<file path="config.mk">
export PLATFORM = sky130hd
export DESIGN_NAME = clipped_transparent_blit_addresser
export DESIGN_NICKNAME = d
export VERILOG_FILES = /design/src/rtl/core/cbta_pkg.sv /design/src/rtl/core/cbta_cfg_regs.sv /design/src/rtl/core/cbta_clip.sv /design/src/rtl/core/clipped_transparent_blit_addresser.sv
export SDC_FILE = /design/constraint.sdc
export NUM_CORES = 2
export LEC_CHECK = 0
export BUFFER_PORTS_ARGS = -buffer_cell sky130_fd_sc_hd__buf_2
export CORE_ASPECT_RATIO = 0.5
export CORE_UTILIZATION = 50
export DETAILED_ROUTE_END_ITERATION = 7
export PLACE_DENSITY = 0.71
export REMOVE_ABC_BUFFERS = 1
export SKIP_LAST_GASP = 1
export SLEW_MARGIN = 10
export SYNTH_ARGS = -nofsm -noshare
export SYNTH_HDL_FRONTEND = slang
export SYNTH_SLANG_ARGS = --single-unit
</file>
<file path="constraint.sdc">
create_clock -name clk -period 17.7 [get_ports clk]
set_clock_uncertainty 0.1 [all_clocks]
set_input_delay 1.77 -clock clk [delete_from_list [all_inputs] [get_ports clk]]
set_output_delay 1.77 -clock clk [all_outputs]
set_load 0.05 [all_outputs]
</file>
<file path="src/rtl/core/cbta_pkg.sv">
// ----------------------------------------------------------------------------
// cbta_pkg : shared types and constants of the clipped blit addresser
// Register indexes, item codes, configuration bundle and pixel-size masks.
// ----------------------------------------------------------------------------
package cbta_pkg;

  // Widest coordinate the configuration bundle carries
  localparam int CoordMaxBits = 16;
  localparam int CfgDataBits  = 16;
  localparam int CfgIndexBits = 3;

  // Configuration register indexes
  typedef enum logic [CfgIndexBits-1:0] {
    REG_BPP          = 3'd0,
    REG_FRAME_PITCH  = 3'd1,
    REG_SRC_PITCH    = 3'd2,
    REG_WIN_LEFT     = 3'd3,
    REG_WIN_TOP      = 3'd4,
    REG_WIN_RIGHT    = 3'd5,
    REG_WIN_BOTTOM   = 3'd6,
    REG_TRANSPARENT  = 3'd7
  } cfg_reg_t;

  // Input action codes and result kind codes
  localparam logic ACT_START   = 1'b0;
  localparam logic ACT_PIXEL   = 1'b1;
  localparam logic KIND_REPORT = 1'b0;
  localparam logic KIND_PIXEL  = 1'b1;

  // Reset values of the configuration registers
  localparam logic [2:0]  RST_BPP          = 3'd4;
  localparam logic [15:0] RST_FRAME_PITCH  = 16'd4096;
  localparam logic [15:0] RST_SRC_PITCH    = 16'd4096;
  localparam logic [15:0] RST_WIN_LEFT     = 16'd0;
  localparam logic [15:0] RST_WIN_TOP      = 16'd0;
  localparam logic [15:0] RST_WIN_RIGHT    = 16'd1023;
  localparam logic [15:0] RST_WIN_BOTTOM   = 16'd767;

  // Configuration bundle; window edges sign-extended to the widest coordinate
  typedef struct packed {
    logic [2:0]                     bpp;
    logic [15:0]                    frame_pitch;
    logic [15:0]                    src_pitch;
    logic signed [CoordMaxBits-1:0] win_left;
    logic signed [CoordMaxBits-1:0] win_top;
    logic signed [CoordMaxBits-1:0] win_right;
    logic signed [CoordMaxBits-1:0] win_bottom;
    logic                           transparent;
  } cfg_t;

  // Bytes of the pixel that are kept; zero for an unsupported size
  function automatic logic [31:0] pixel_mask(input logic [2:0] bpp);
    logic [31:0] m;
    case (bpp)
      3'd1:    m = 32'h0000_00FF;
      3'd2:    m = 32'h0000_FFFF;
      3'd3:    m = 32'h00FF_FFFF;
      3'd4:    m = 32'hFFFF_FFFF;
      default: m = 32'h0000_0000;
    endcase
    return m;
  endfunction

  // Bytes tested for the colour key; three-byte pixels test the low byte only
  function automatic logic [31:0] pixel_test(input logic [2:0] bpp);
    logic [31:0] m;
    case (bpp)
      3'd1:    m = 32'h0000_00FF;
      3'd2:    m = 32'h0000_FFFF;
      3'd3:    m = 32'h0000_00FF;
      3'd4:    m = 32'hFFFF_FFFF;
      default: m = 32'h0000_0000;
    endcase
    return m;
  endfunction

endpackage

</file>
<file path="src/rtl/core/cbta_cfg_regs.sv">
// ----------------------------------------------------------------------------
// cbta_cfg_regs : configuration register file
// Holds pixel size, pitches, window rectangle and the colour-key mode.
// ----------------------------------------------------------------------------
module cbta_cfg_regs #(
  parameter int COORD_BITS = 13
) (
  input  logic                               clk,
  input  logic                               rst_n,
  input  logic                               cfg_valid,
  output logic                               cfg_ready,
  input  logic [cbta_pkg::CfgIndexBits-1:0]  cfg_index,
  input  logic [cbta_pkg::CfgDataBits-1:0]   cfg_data,
  output cbta_pkg::cfg_t                     cfg
);
  import cbta_pkg::*;

  logic [2:0]            bpp_r;
  logic [15:0]           fpitch_r;
  logic [15:0]           cpitch_r;
  logic [COORD_BITS-1:0] wl_r, wt_r, wr_r, wb_r;
  logic                  trans_r;
  logic                  wr_en;

  // Always ready; a write is registered
  assign cfg_ready = 1'b1;
  assign wr_en     = cfg_valid & cfg_ready;

  // Write the addressed register, keeping the low bits of the data
  always_ff @(posedge clk) begin
    if (!rst_n) begin
      bpp_r    <= RST_BPP;
      fpitch_r <= RST_FRAME_PITCH;
      cpitch_r <= RST_SRC_PITCH;
      wl_r     <= RST_WIN_LEFT[COORD_BITS-1:0];
      wt_r     <= RST_WIN_TOP[COORD_BITS-1:0];
      wr_r     <= RST_WIN_RIGHT[COORD_BITS-1:0];
      wb_r     <= RST_WIN_BOTTOM[COORD_BITS-1:0];
      trans_r  <= 1'b0;
    end else if (wr_en) begin
      case (cfg_reg_t'(cfg_index))
        REG_BPP:          bpp_r    <= cfg_data[2:0];
        REG_FRAME_PITCH:  fpitch_r <= cfg_data[15:0];
        REG_SRC_PITCH:    cpitch_r <= cfg_data[15:0];
        REG_WIN_LEFT:     wl_r     <= cfg_data[COORD_BITS-1:0];
        REG_WIN_TOP:      wt_r     <= cfg_data[COORD_BITS-1:0];
        REG_WIN_RIGHT:    wr_r     <= cfg_data[COORD_BITS-1:0];
        REG_WIN_BOTTOM:   wb_r     <= cfg_data[COORD_BITS-1:0];
        REG_TRANSPARENT:  trans_r  <= cfg_data[0];
        default: ;
      endcase
    end
  end

  // Present the bundle with window edges sign-extended
  always_comb begin
    cfg.bpp          = bpp_r;
    cfg.frame_pitch  = fpitch_r;
    cfg.src_pitch    = cpitch_r;
    cfg.win_left     = CoordMaxBits'($signed(wl_r));
    cfg.win_top      = CoordMaxBits'($signed(wt_r));
    cfg.win_right    = CoordMaxBits'($signed(wr_r));
    cfg.win_bottom   = CoordMaxBits'($signed(wb_r));
    cfg.transparent  = trans_r;
  end

endmodule

</file>
<file path="src/rtl/core/cbta_clip.sv">
// ----------------------------------------------------------------------------
// cbta_clip : clip rectangle clamp and region start offsets
// Clamps the window to the clip rectangle and forms both start offsets.
// ----------------------------------------------------------------------------
module cbta_clip #(
  parameter int COORD_BITS  = 13,
  parameter int OFFSET_BITS = 32
) (
  input  cbta_pkg::cfg_t                 cfg,
  input  logic signed [COORD_BITS-1:0]   clip_left,
  input  logic signed [COORD_BITS-1:0]   clip_top,
  input  logic signed [COORD_BITS-1:0]   clip_right,
  input  logic signed [COORD_BITS-1:0]   clip_bottom,
  output logic [OFFSET_BITS-1:0]         dst_start,
  output logic [OFFSET_BITS-1:0]         src_start,
  output logic [COORD_BITS-1:0]          width,
  output logic [COORD_BITS-1:0]          height
);
  import cbta_pkg::*;

  // One extra bit holds an exclusive edge, two hold a window-relative delta
  localparam int E  = COORD_BITS + 1;
  localparam int D  = COORD_BITS + 2;
  localparam int W  = D + 18;
  localparam int SW = (W > OFFSET_BITS) ? W : OFFSET_BITS;

  logic signed [E-1:0] wl, wt, wr1, wb1, cl, ct, cr1, cb1;
  logic signed [E-1:0] x0, y0, ex, ey, x, y;
  logic [E-1:0]        w_raw, h_raw;
  logic signed [D-1:0] dx, dy, sx, sy;
  logic signed [3:0]   bpp_s;
  logic signed [16:0]  fp_s, cp_s;
  logic signed [D+3:0] pd_x, ps_x;
  logic signed [D+16:0] pd_y, ps_y;
  logic signed [W-1:0] d_sum, s_sum;
  logic signed [SW-1:0] d_ext, s_ext;

  // Edges, right and bottom made exclusive
  assign wl  = E'($signed(cfg.win_left[COORD_BITS-1:0]));
  assign wt  = E'($signed(cfg.win_top[COORD_BITS-1:0]));
  assign wr1 = E'($signed(cfg.win_right[COORD_BITS-1:0])) + E'(1);
  assign wb1 = E'($signed(cfg.win_bottom[COORD_BITS-1:0])) + E'(1);
  assign cl  = E'(clip_left);
  assign ct  = E'(clip_top);
  assign cr1 = E'(clip_right) + E'(1);
  assign cb1 = E'(clip_bottom) + E'(1);

  // Clamp, then collapse an inverted region onto its end edge
  always_comb begin
    x0 = (wl < cl) ? cl : wl;
    y0 = (wt < ct) ? ct : wt;
    ex = (wr1 > cr1) ? cr1 : wr1;
    ey = (wb1 > cb1) ? cb1 : wb1;
    x  = (x0 > ex) ? ex : x0;
    y  = (y0 > ey) ? ey : y0;
  end

  // Size is never negative here; saturate the one value past the range
  assign w_raw  = ex - x;
  assign h_raw  = ey - y;
  assign width  = w_raw[COORD_BITS] ? '1 : w_raw[COORD_BITS-1:0];
  assign height = h_raw[COORD_BITS] ? '1 : h_raw[COORD_BITS-1:0];

  // Start offsets: column times pixel size plus row times pitch
  assign bpp_s = $signed({1'b0, cfg.bpp});
  assign fp_s  = $signed({1'b0, cfg.frame_pitch});
  assign cp_s  = $signed({1'b0, cfg.src_pitch});
  assign dx    = D'(x);
  assign dy    = D'(y);
  assign sx    = D'(x) - D'(wl);
  assign sy    = D'(y) - D'(wt);
  assign pd_x  = (D+4)'(dx) * (D+4)'(bpp_s);
  assign pd_y  = (D+17)'(dy) * (D+17)'(fp_s);
  assign ps_x  = (D+4)'(sx) * (D+4)'(bpp_s);
  assign ps_y  = (D+17)'(sy) * (D+17)'(cp_s);
  assign d_sum = W'(pd_x) + W'(pd_y);
  assign s_sum = W'(ps_x) + W'(ps_y);

  // Wrap to the offset width
  assign d_ext     = SW'(d_sum);
  assign s_ext     = SW'(s_sum);
  assign dst_start = d_ext[OFFSET_BITS-1:0];
  assign src_start = s_ext[OFFSET_BITS-1:0];

endmodule

</file>
<file path="src/rtl/core/clipped_transparent_blit_addresser.sv">
// ----------------------------------------------------------------------------
// clipped_transparent_blit_addresser : clipped colour-keyed blit addressing
// Clamps the window to a clip rectangle and walks it pixel by pixel.
// ----------------------------------------------------------------------------
// Usage:
//   Write the window rectangle, pitches, pixel size and key mode on the cfg_
//   channel while the block is idle. Send a start item (in_tuser = 0) with a
//   clip rectangle; one region report comes back with the clipped start
//   offsets and size, tlast set when the region is empty. Then send the
//   source pixels of the region in raster order (in_tuser = 1); each gives
//   one result with both byte offsets, the masked pixel and a write enable,
//   tlast on the final pixel. A pixel with no region pending comes back as
//   a stray result that writes nothing. A new start abandons a region.
//   Every item gives exactly one result; each item waits in the input
//   register and its result in the output register. One item is taken every
//   cycle while out_tready does not stall; the rate is set by the single
//   register stage of region state that each pixel steps.
//   An input register and an output register part the two sides, so the
//   block keeps accepting while a result waits; a stall of out_tready
//   holds the result and backs up into in_tready after one item.
//   Reset empties both registers, clears the region state and returns the
//   configuration to its reset values.
// ----------------------------------------------------------------------------
module clipped_transparent_blit_addresser #(
  parameter int COORD_BITS  = 13,
  parameter int OFFSET_BITS = 32
) (
  input  logic                              clk,
  input  logic                              rst_n,
  // Input items
  input  logic                              in_tvalid,
  output logic                              in_tready,
  // tdata: clip_left, clip_top, clip_right, clip_bottom, pixel_in, zero pad
  input  logic [((4*COORD_BITS+32+7)/8)*8-1:0] in_tdata,
  // tuser: action
  input  logic                              in_tuser,
  // Result items
  output logic                              out_tvalid,
  input  logic                              out_tready,
  // tdata: dst_offset, src_offset, region_width, region_height, pixel_out,
  //        write_enable, stray, zero pad
  output logic [((2*OFFSET_BITS+2*COORD_BITS+34+7)/8)*8-1:0] out_tdata,
  // tuser: kind
  output logic                              out_tuser,
  output logic                              out_tlast,
  // Configuration writes
  input  logic                              cfg_valid,
  output logic                              cfg_ready,
  input  logic [cbta_pkg::CfgIndexBits-1:0] cfg_index,
  input  logic [cbta_pkg::CfgDataBits-1:0]  cfg_data
);
  import cbta_pkg::*;

  localparam int C     = COORD_BITS;
  localparam int O     = OFFSET_BITS;
  localparam int OUT_W = ((2*O+2*C+34+7)/8)*8;
  localparam int SP    = ((C+3) > O) ? (C+3) : O;

  cfg_t cfg;

  // Input register
  logic                in_v_r, in_v_nxt;
  logic                act_r;
  logic signed [C-1:0] cl_r, ct_r, cr_r, cb_r;
  logic [31:0]         px_r;
  logic                in_accept, advance;

  // Region state
  logic         active_r, active_nxt;
  logic [C-1:0] cc_r, cc_nxt, rc_r, rc_nxt;
  logic [C-1:0] cols_r, cols_nxt, rows_r, rows_nxt;
  logic [O-1:0] dbase_r, dbase_nxt, sbase_r, sbase_nxt;

  // Result
  logic         out_v_r, out_v_nxt;
  logic         kind_r, kind_nxt, last_r, last_nxt, we_r, we_nxt, stray_r, stray_nxt;
  logic [O-1:0] dst_r, dst_nxt, src_r, src_nxt;
  logic [C-1:0] w_r, w_nxt, h_r, h_nxt;
  logic [31:0]  pxo_r, pxo_nxt;

  // Start and pixel arithmetic
  logic [O-1:0]  dst_start, src_start;
  logic [C-1:0]  reg_w, reg_h;
  logic          region_ok;
  logic [C+2:0]  step;
  logic [SP-1:0] step_x;
  logic [O-1:0]  step_o;
  logic [C-1:0]  cc_inc, rc_inc;
  logic [31:0]   mask, test;

  cbta_cfg_regs #(.COORD_BITS(C)) u_cfg (
    .clk       (clk),
    .rst_n     (rst_n),
    .cfg_valid (cfg_valid),
    .cfg_ready (cfg_ready),
    .cfg_index (cfg_index),
    .cfg_data  (cfg_data),
    .cfg       (cfg)
  );

  cbta_clip #(.COORD_BITS(C), .OFFSET_BITS(O)) u_clip (
    .cfg         (cfg),
    .clip_left   (cl_r),
    .clip_top    (ct_r),
    .clip_right  (cr_r),
    .clip_bottom (cb_r),
    .dst_start   (dst_start),
    .src_start   (src_start),
    .width       (reg_w),
    .height      (reg_h)
  );

  // Handshake: advance when the output register is free or being emptied
  assign advance   = in_v_r & (~out_v_r | out_tready);
  assign in_tready = ~in_v_r | advance;
  assign in_accept = in_tvalid & in_tready;
  assign in_v_nxt  = in_accept ? 1'b1 : (advance ? 1'b0 : in_v_r);
  assign out_v_nxt = advance ? 1'b1 : (out_tready ? 1'b0 : out_v_r);

  // Hold the accepted item
  always_ff @(posedge clk) begin
    if (!rst_n) begin
      in_v_r <= 1'b0;
    end else begin
      in_v_r <= in_v_nxt;
    end
  end

  always_ff @(posedge clk) begin
    if (in_accept) begin
      act_r <= in_tuser;
      cl_r  <= $signed(in_tdata[C-1:0]);
      ct_r  <= $signed(in_tdata[2*C-1:C]);
      cr_r  <= $signed(in_tdata[3*C-1:2*C]);
      cb_r  <= $signed(in_tdata[4*C-1:3*C]);
      px_r  <= in_tdata[4*C+31:4*C];
    end
  end

  // Pixel step within the current row
  assign step      = (C+3)'(cc_r) * (C+3)'(cfg.bpp);
  assign step_x    = SP'(step);
  assign step_o    = step_x[O-1:0];
  assign cc_inc    = cc_r + C'(1);
  assign rc_inc    = rc_r + C'(1);
  assign mask      = pixel_mask(cfg.bpp);
  assign test      = pixel_test(cfg.bpp);
  assign region_ok = (|reg_w) & (|reg_h);

  // Form the result and the next region state
  always_comb begin
    active_nxt = active_r;
    cc_nxt     = cc_r;
    rc_nxt     = rc_r;
    cols_nxt   = cols_r;
    rows_nxt   = rows_r;
    dbase_nxt  = dbase_r;
    sbase_nxt  = sbase_r;
    kind_nxt   = KIND_PIXEL;
    dst_nxt    = '0;
    src_nxt    = '0;
    w_nxt      = '0;
    h_nxt      = '0;
    pxo_nxt    = '0;
    we_nxt     = 1'b0;
    last_nxt   = 1'b0;
    stray_nxt  = 1'b0;
    if (act_r == ACT_START) begin
      // Latch the clipped region and report it
      kind_nxt   = KIND_REPORT;
      dst_nxt    = dst_start;
      src_nxt    = src_start;
      w_nxt      = reg_w;
      h_nxt      = reg_h;
      last_nxt   = ~region_ok;
      active_nxt = region_ok;
      cols_nxt   = reg_w;
      rows_nxt   = reg_h;
      cc_nxt     = '0;
      rc_nxt     = '0;
      dbase_nxt  = dst_start;
      sbase_nxt  = src_start;
    end else if (!active_r) begin
      stray_nxt = 1'b1;
    end else begin
      // Address the pixel, apply the colour key, then step the walk
      dst_nxt = dbase_r + step_o;
      src_nxt = sbase_r + step_o;
      pxo_nxt = px_r & mask;
      we_nxt  = (|mask) & (~cfg.transparent | (|(px_r & test)));
      if (cc_inc >= cols_r) begin
        cc_nxt    = '0;
        rc_nxt    = rc_inc;
        dbase_nxt = dbase_r + O'(cfg.frame_pitch);
        sbase_nxt = sbase_r + O'(cfg.src_pitch);
        if (rc_inc >= rows_r) begin
          last_nxt   = 1'b1;
          active_nxt = 1'b0;
        end
      end else begin
        cc_nxt = cc_inc;
      end
    end
  end

  // Advance region state
  always_ff @(posedge clk) begin
    if (!rst_n) begin
      active_r <= 1'b0;
      cc_r     <= '0;
      rc_r     <= '0;
      cols_r   <= '0;
      rows_r   <= '0;
      dbase_r  <= '0;
      sbase_r  <= '0;
    end else if (advance) begin
      active_r <= active_nxt;
      cc_r     <= cc_nxt;
      rc_r     <= rc_nxt;
      cols_r   <= cols_nxt;
      rows_r   <= rows_nxt;
      dbase_r  <= dbase_nxt;
      sbase_r  <= sbase_nxt;
    end
  end

  // Output register
  always_ff @(posedge clk) begin
    if (!rst_n) begin
      out_v_r <= 1'b0;
    end else begin
      out_v_r <= out_v_nxt;
    end
  end

  always_ff @(posedge clk) begin
    if (advance) begin
      kind_r  <= kind_nxt;
      dst_r   <= dst_nxt;
      src_r   <= src_nxt;
      w_r     <= w_nxt;
      h_r     <= h_nxt;
      pxo_r   <= pxo_nxt;
      we_r    <= we_nxt;
      last_r  <= last_nxt;
      stray_r <= stray_nxt;
    end
  end

  assign out_tvalid = out_v_r;
  assign out_tuser  = kind_r;
  assign out_tlast  = last_r;
  assign out_tdata  = OUT_W'({stray_r, we_r, pxo_r, h_r, w_r, src_r, dst_r});

endmodule

</file>
==> results by group <==
Outcome
  – Status: finished clean

Synth
  – Yosys warning total: 0
  – Post-synth cell types: 97
  – Post-synthesis sequential area ratio: 22.2%
  – Flops & latches, synth: 418
  – Area of the mapped netlist: 47200 sq um
  – Synth Area per Inst: 8.87 sq um
  – Post-synth EDFFs: 211
  – Synth Instances: 5326
  – Synth async-reset ratio: 0%
  – Main synth FF type: edfxtp_1

Critical path
  – Critical Path AT: approximately 17 ns
  – R2R depth: 60
  – CP Class: reg -> reg
  – Crit end category: flip-flop
  – Critical Path RT: roughly 18 ns
  – CP max-delay cell: ha_1
  – Worst reg2reg startpoint: u_cfg.wb_r[2]$_SDFFE_PN1P_
  – Worst stage delay on the critical path: 0.67 ns
  – Critical Path Start: u_cfg.wb_r[2]$_SDFFE_PN1P_
  – Critical Path Fanout Max: 19
  – Most common cell on crit path: fa_1
  – Startpoint Class: flip-flop

STA
  – Slew Viols, Final: 0
  – Final Hold Fails: 0
  – Period utilization: around 94%
  – Unrepaired setup endpoints after global routing: no
  – Final min period: 16.60 ns
  – FMAX: 0.0602 GHz
  – Slew @ Worst Pin: ~1.2 ns
  – Slew HR: 21.0%
  – Setup violators final: 0
  – Hold slack: 0.385 ns
  – Fin Setup TNS: 0 ns

Floorplanning
  – Die Footprint: around 96000 sq um
  – DIE HEIGHT: 219 um
  – Initial Util: 50.6%
  – I/O Pins: around 250
  – Total core area: slightly above 90000 sq um
  – Chip width: between 400 and 500 um
  – Row count: 79

Route
  – Via count: ~38000
  – Post-route ant nets: 0
  – Drt pass-1 iters: 6
  – WL/cell: 19.2 um
  – DRT Wirelength: 130000 um
  – 1st-iter DRT viols: 2940
  – Vias per cell: 5.62
  – DRC: 0

Placed design
  – Final GP Congestion: 0.941
  – Buffers on Ports: 236
  – DPL Wire Length: 101000 um

Global route
  – Global-route wire length before repair: about 210000 um
  – Vias in the first global route: ~38000
  – Largest net degree at the start of global routing: 108
  – Gr ovfl total: 0
  – Initial antenna violation count: 5
  – Gr usage total: a little over a quarter

Clock tree
  – Clk Tree Root Cell: clkbuf_16
  – Sink Count: 418
  – H-tree depth: 2
  – Setup bufs post-CTS: 0
  – Post-CTS Resized: 0
  – CTS tree: done
  – Hold buffer count at CTS: 0
  – Bufs on Longest Clock Path: 3
  – Clock Latency Late Sink: 0.63 ns
  – CTS Buf Count: 42
  – Clock Pin Slew Worst Setup and Hold Paths: about 0.07 ns

Hold path
  – Hold crit path type: reg -> reg
  – Worst Hold Depth: 1
  – Worst Min Path Start: rc_r[11]$_SDFFE_PN0P_

Cells and area
  – Final #Nets: 6555
  – Area growth syn-to-layout: 8.35%
  – Most frequent cells in the layout: 845 x inv_1, 709 x nand2_1, 511 x fa_1
  – Share of layout cells above drive strength 1: 7.92%
  – # fillers: ~8500
  – Most common cell after layout, fill and taps aside: inv_1

Power
  – Power per Cell Area: 148 nW/um^2
  – Max IR drop VDD: 215 uV
  – P_leak: 23.8 nW
  – Pwr Total: 7.57 mW

Flow run
  – Max-cap violation count: 0
## metal layers
| layer | up-vias | share of wire [%] | track usage, % | wire [um] |
|---|---|---|---|---|
| met5 | - | 0.032 | 0 | 41 |
| met4 | 6 | 3.1 | 8.55 | 4050 |
| met3 | 237 | 6.5 | 3.48 | 8420 |
| met2 | 1266 | 47 | 46.8 | 61500 |
| met1 | 18800 | 43 | 36.1 | 55500 |
| li1 | 17600 | - | - | - |
## through the flow
step                      cells  utilization, %  setup WS (ns)  instance area [sq um]
after global placement     6658            53.2           1.60                  49700
final                      6740            54.9           1.10                  51200
after global routing       6737            54.9          0.127                  51200
after CTS                  6736            54.9           1.33                  51200
after detailed placement   6658            53.2           1.42                  49700
after floorplan            5118               -           2.89                  46400
## synth_stat cells, drive strengths merged (7+ instances only)
master	n	area (sq um)
nor4	24	178
a21oi	193	970
clkbuf	189	709
nand2b	72	450
and2	256	1600
or3	19	119
buf	22	124
xor2	89	780
and3	34	213
or4	9	71.3
a21o	73	549
a31oi	14	87.6
dfxtp	207	4140
edfxtp	211	6340
o31ai	18	135
o211a	28	280
fa	511	10200
o2111ai	7	61.3
nor2	234	883
inv	846	3180
a22oi	9	67.6
a31o	7	61.3
o21ai	228	1150
o211ai	26	205
ha	484	6060
o22ai	24	150
or2	12	75.1
o21bai	37	278
o21a	16	120
nand3	131	673
a21boi	113	848
nand2	710	2670
nor2b	80	500
nand4	33	221
nor3	46	235
a22o	9	78.8
mux2	13	146
mux2i	30	300
o32ai	10	87.6
a211oi	8	60.1
xnor2	161	1410
## critical path: cells and delay by family, from the launching register on
kind                     cells  cell delay, ns
adder cells (fa/ha/maj)     11            5.16
AO/OA/AOI/OAI               24            5.77
XOR/XNOR                     3            0.73
AND/OR/NAND/NOR             17            3.15
multiplexers                 1            0.63
flip-flops                   1            0.49
buffers and inverters        4            0.27
## final timing paths
path / end / slack (ns)
worst max register to register: src_r[31]$_DFFE_PP_ / 1.10
worst min register to register: rc_r[11]$_SDFFE_PN0P_ / 0.39
worst max-delay path: src_r[31]$_DFFE_PP_ / 1.10
worst min-delay path: rc_r[11]$_SDFFE_PN0P_ / 0.39
## report_power, final
group	switching (mW)	total, mW	internal (mW)
registers	0.0745	1.28	1.21
clock network	0.441	0.995	0.554
logic	3.24	5.29	2.05
total	3.76	7.57	3.81
## layout make-up
class / instances / area [sq um] / area share, %
repair buffers: 285 / 1550 / 3.03
flip-flops and latches: 418 / 10500 / 20.5
inverters: 848 / 3190 / 6.23
clock inverters: 23 / 272 / 0.530
multi-input cells: 3852 / 32900 / 64.2
clock buffers: 55 / 1250 / 2.43
well taps: 1255 / 1570 / 3.07
diodes: 4 / 10.0 / 0.0196
## cells by family (layout without fill, tap and decap cells)
family	count (synthesis)	in the layout	share of synthesized area [%]
simple gates	1679	1679	17.0
buf+inv	1059	1211	8.50
fa+ha+maj	998	998	34.5
compound gates	877	877	12.2
flops	418	418	22.2
xor+xnor	250	250	4.63
mux	43	43	0.945
other cells	2	9	0.0159
## flip-flops by register name (all words and copies together) (netlist names), 16 cells and up
signal,count
src_r,32
dbase_r,32
px_r,32
u_cfg.fpitch_r,16
sbase_r,32
u_cfg.cpitch_r,16
dst_r,32
pxo_r,32
No activity file was read; power rests on OpenSTA's default activity.
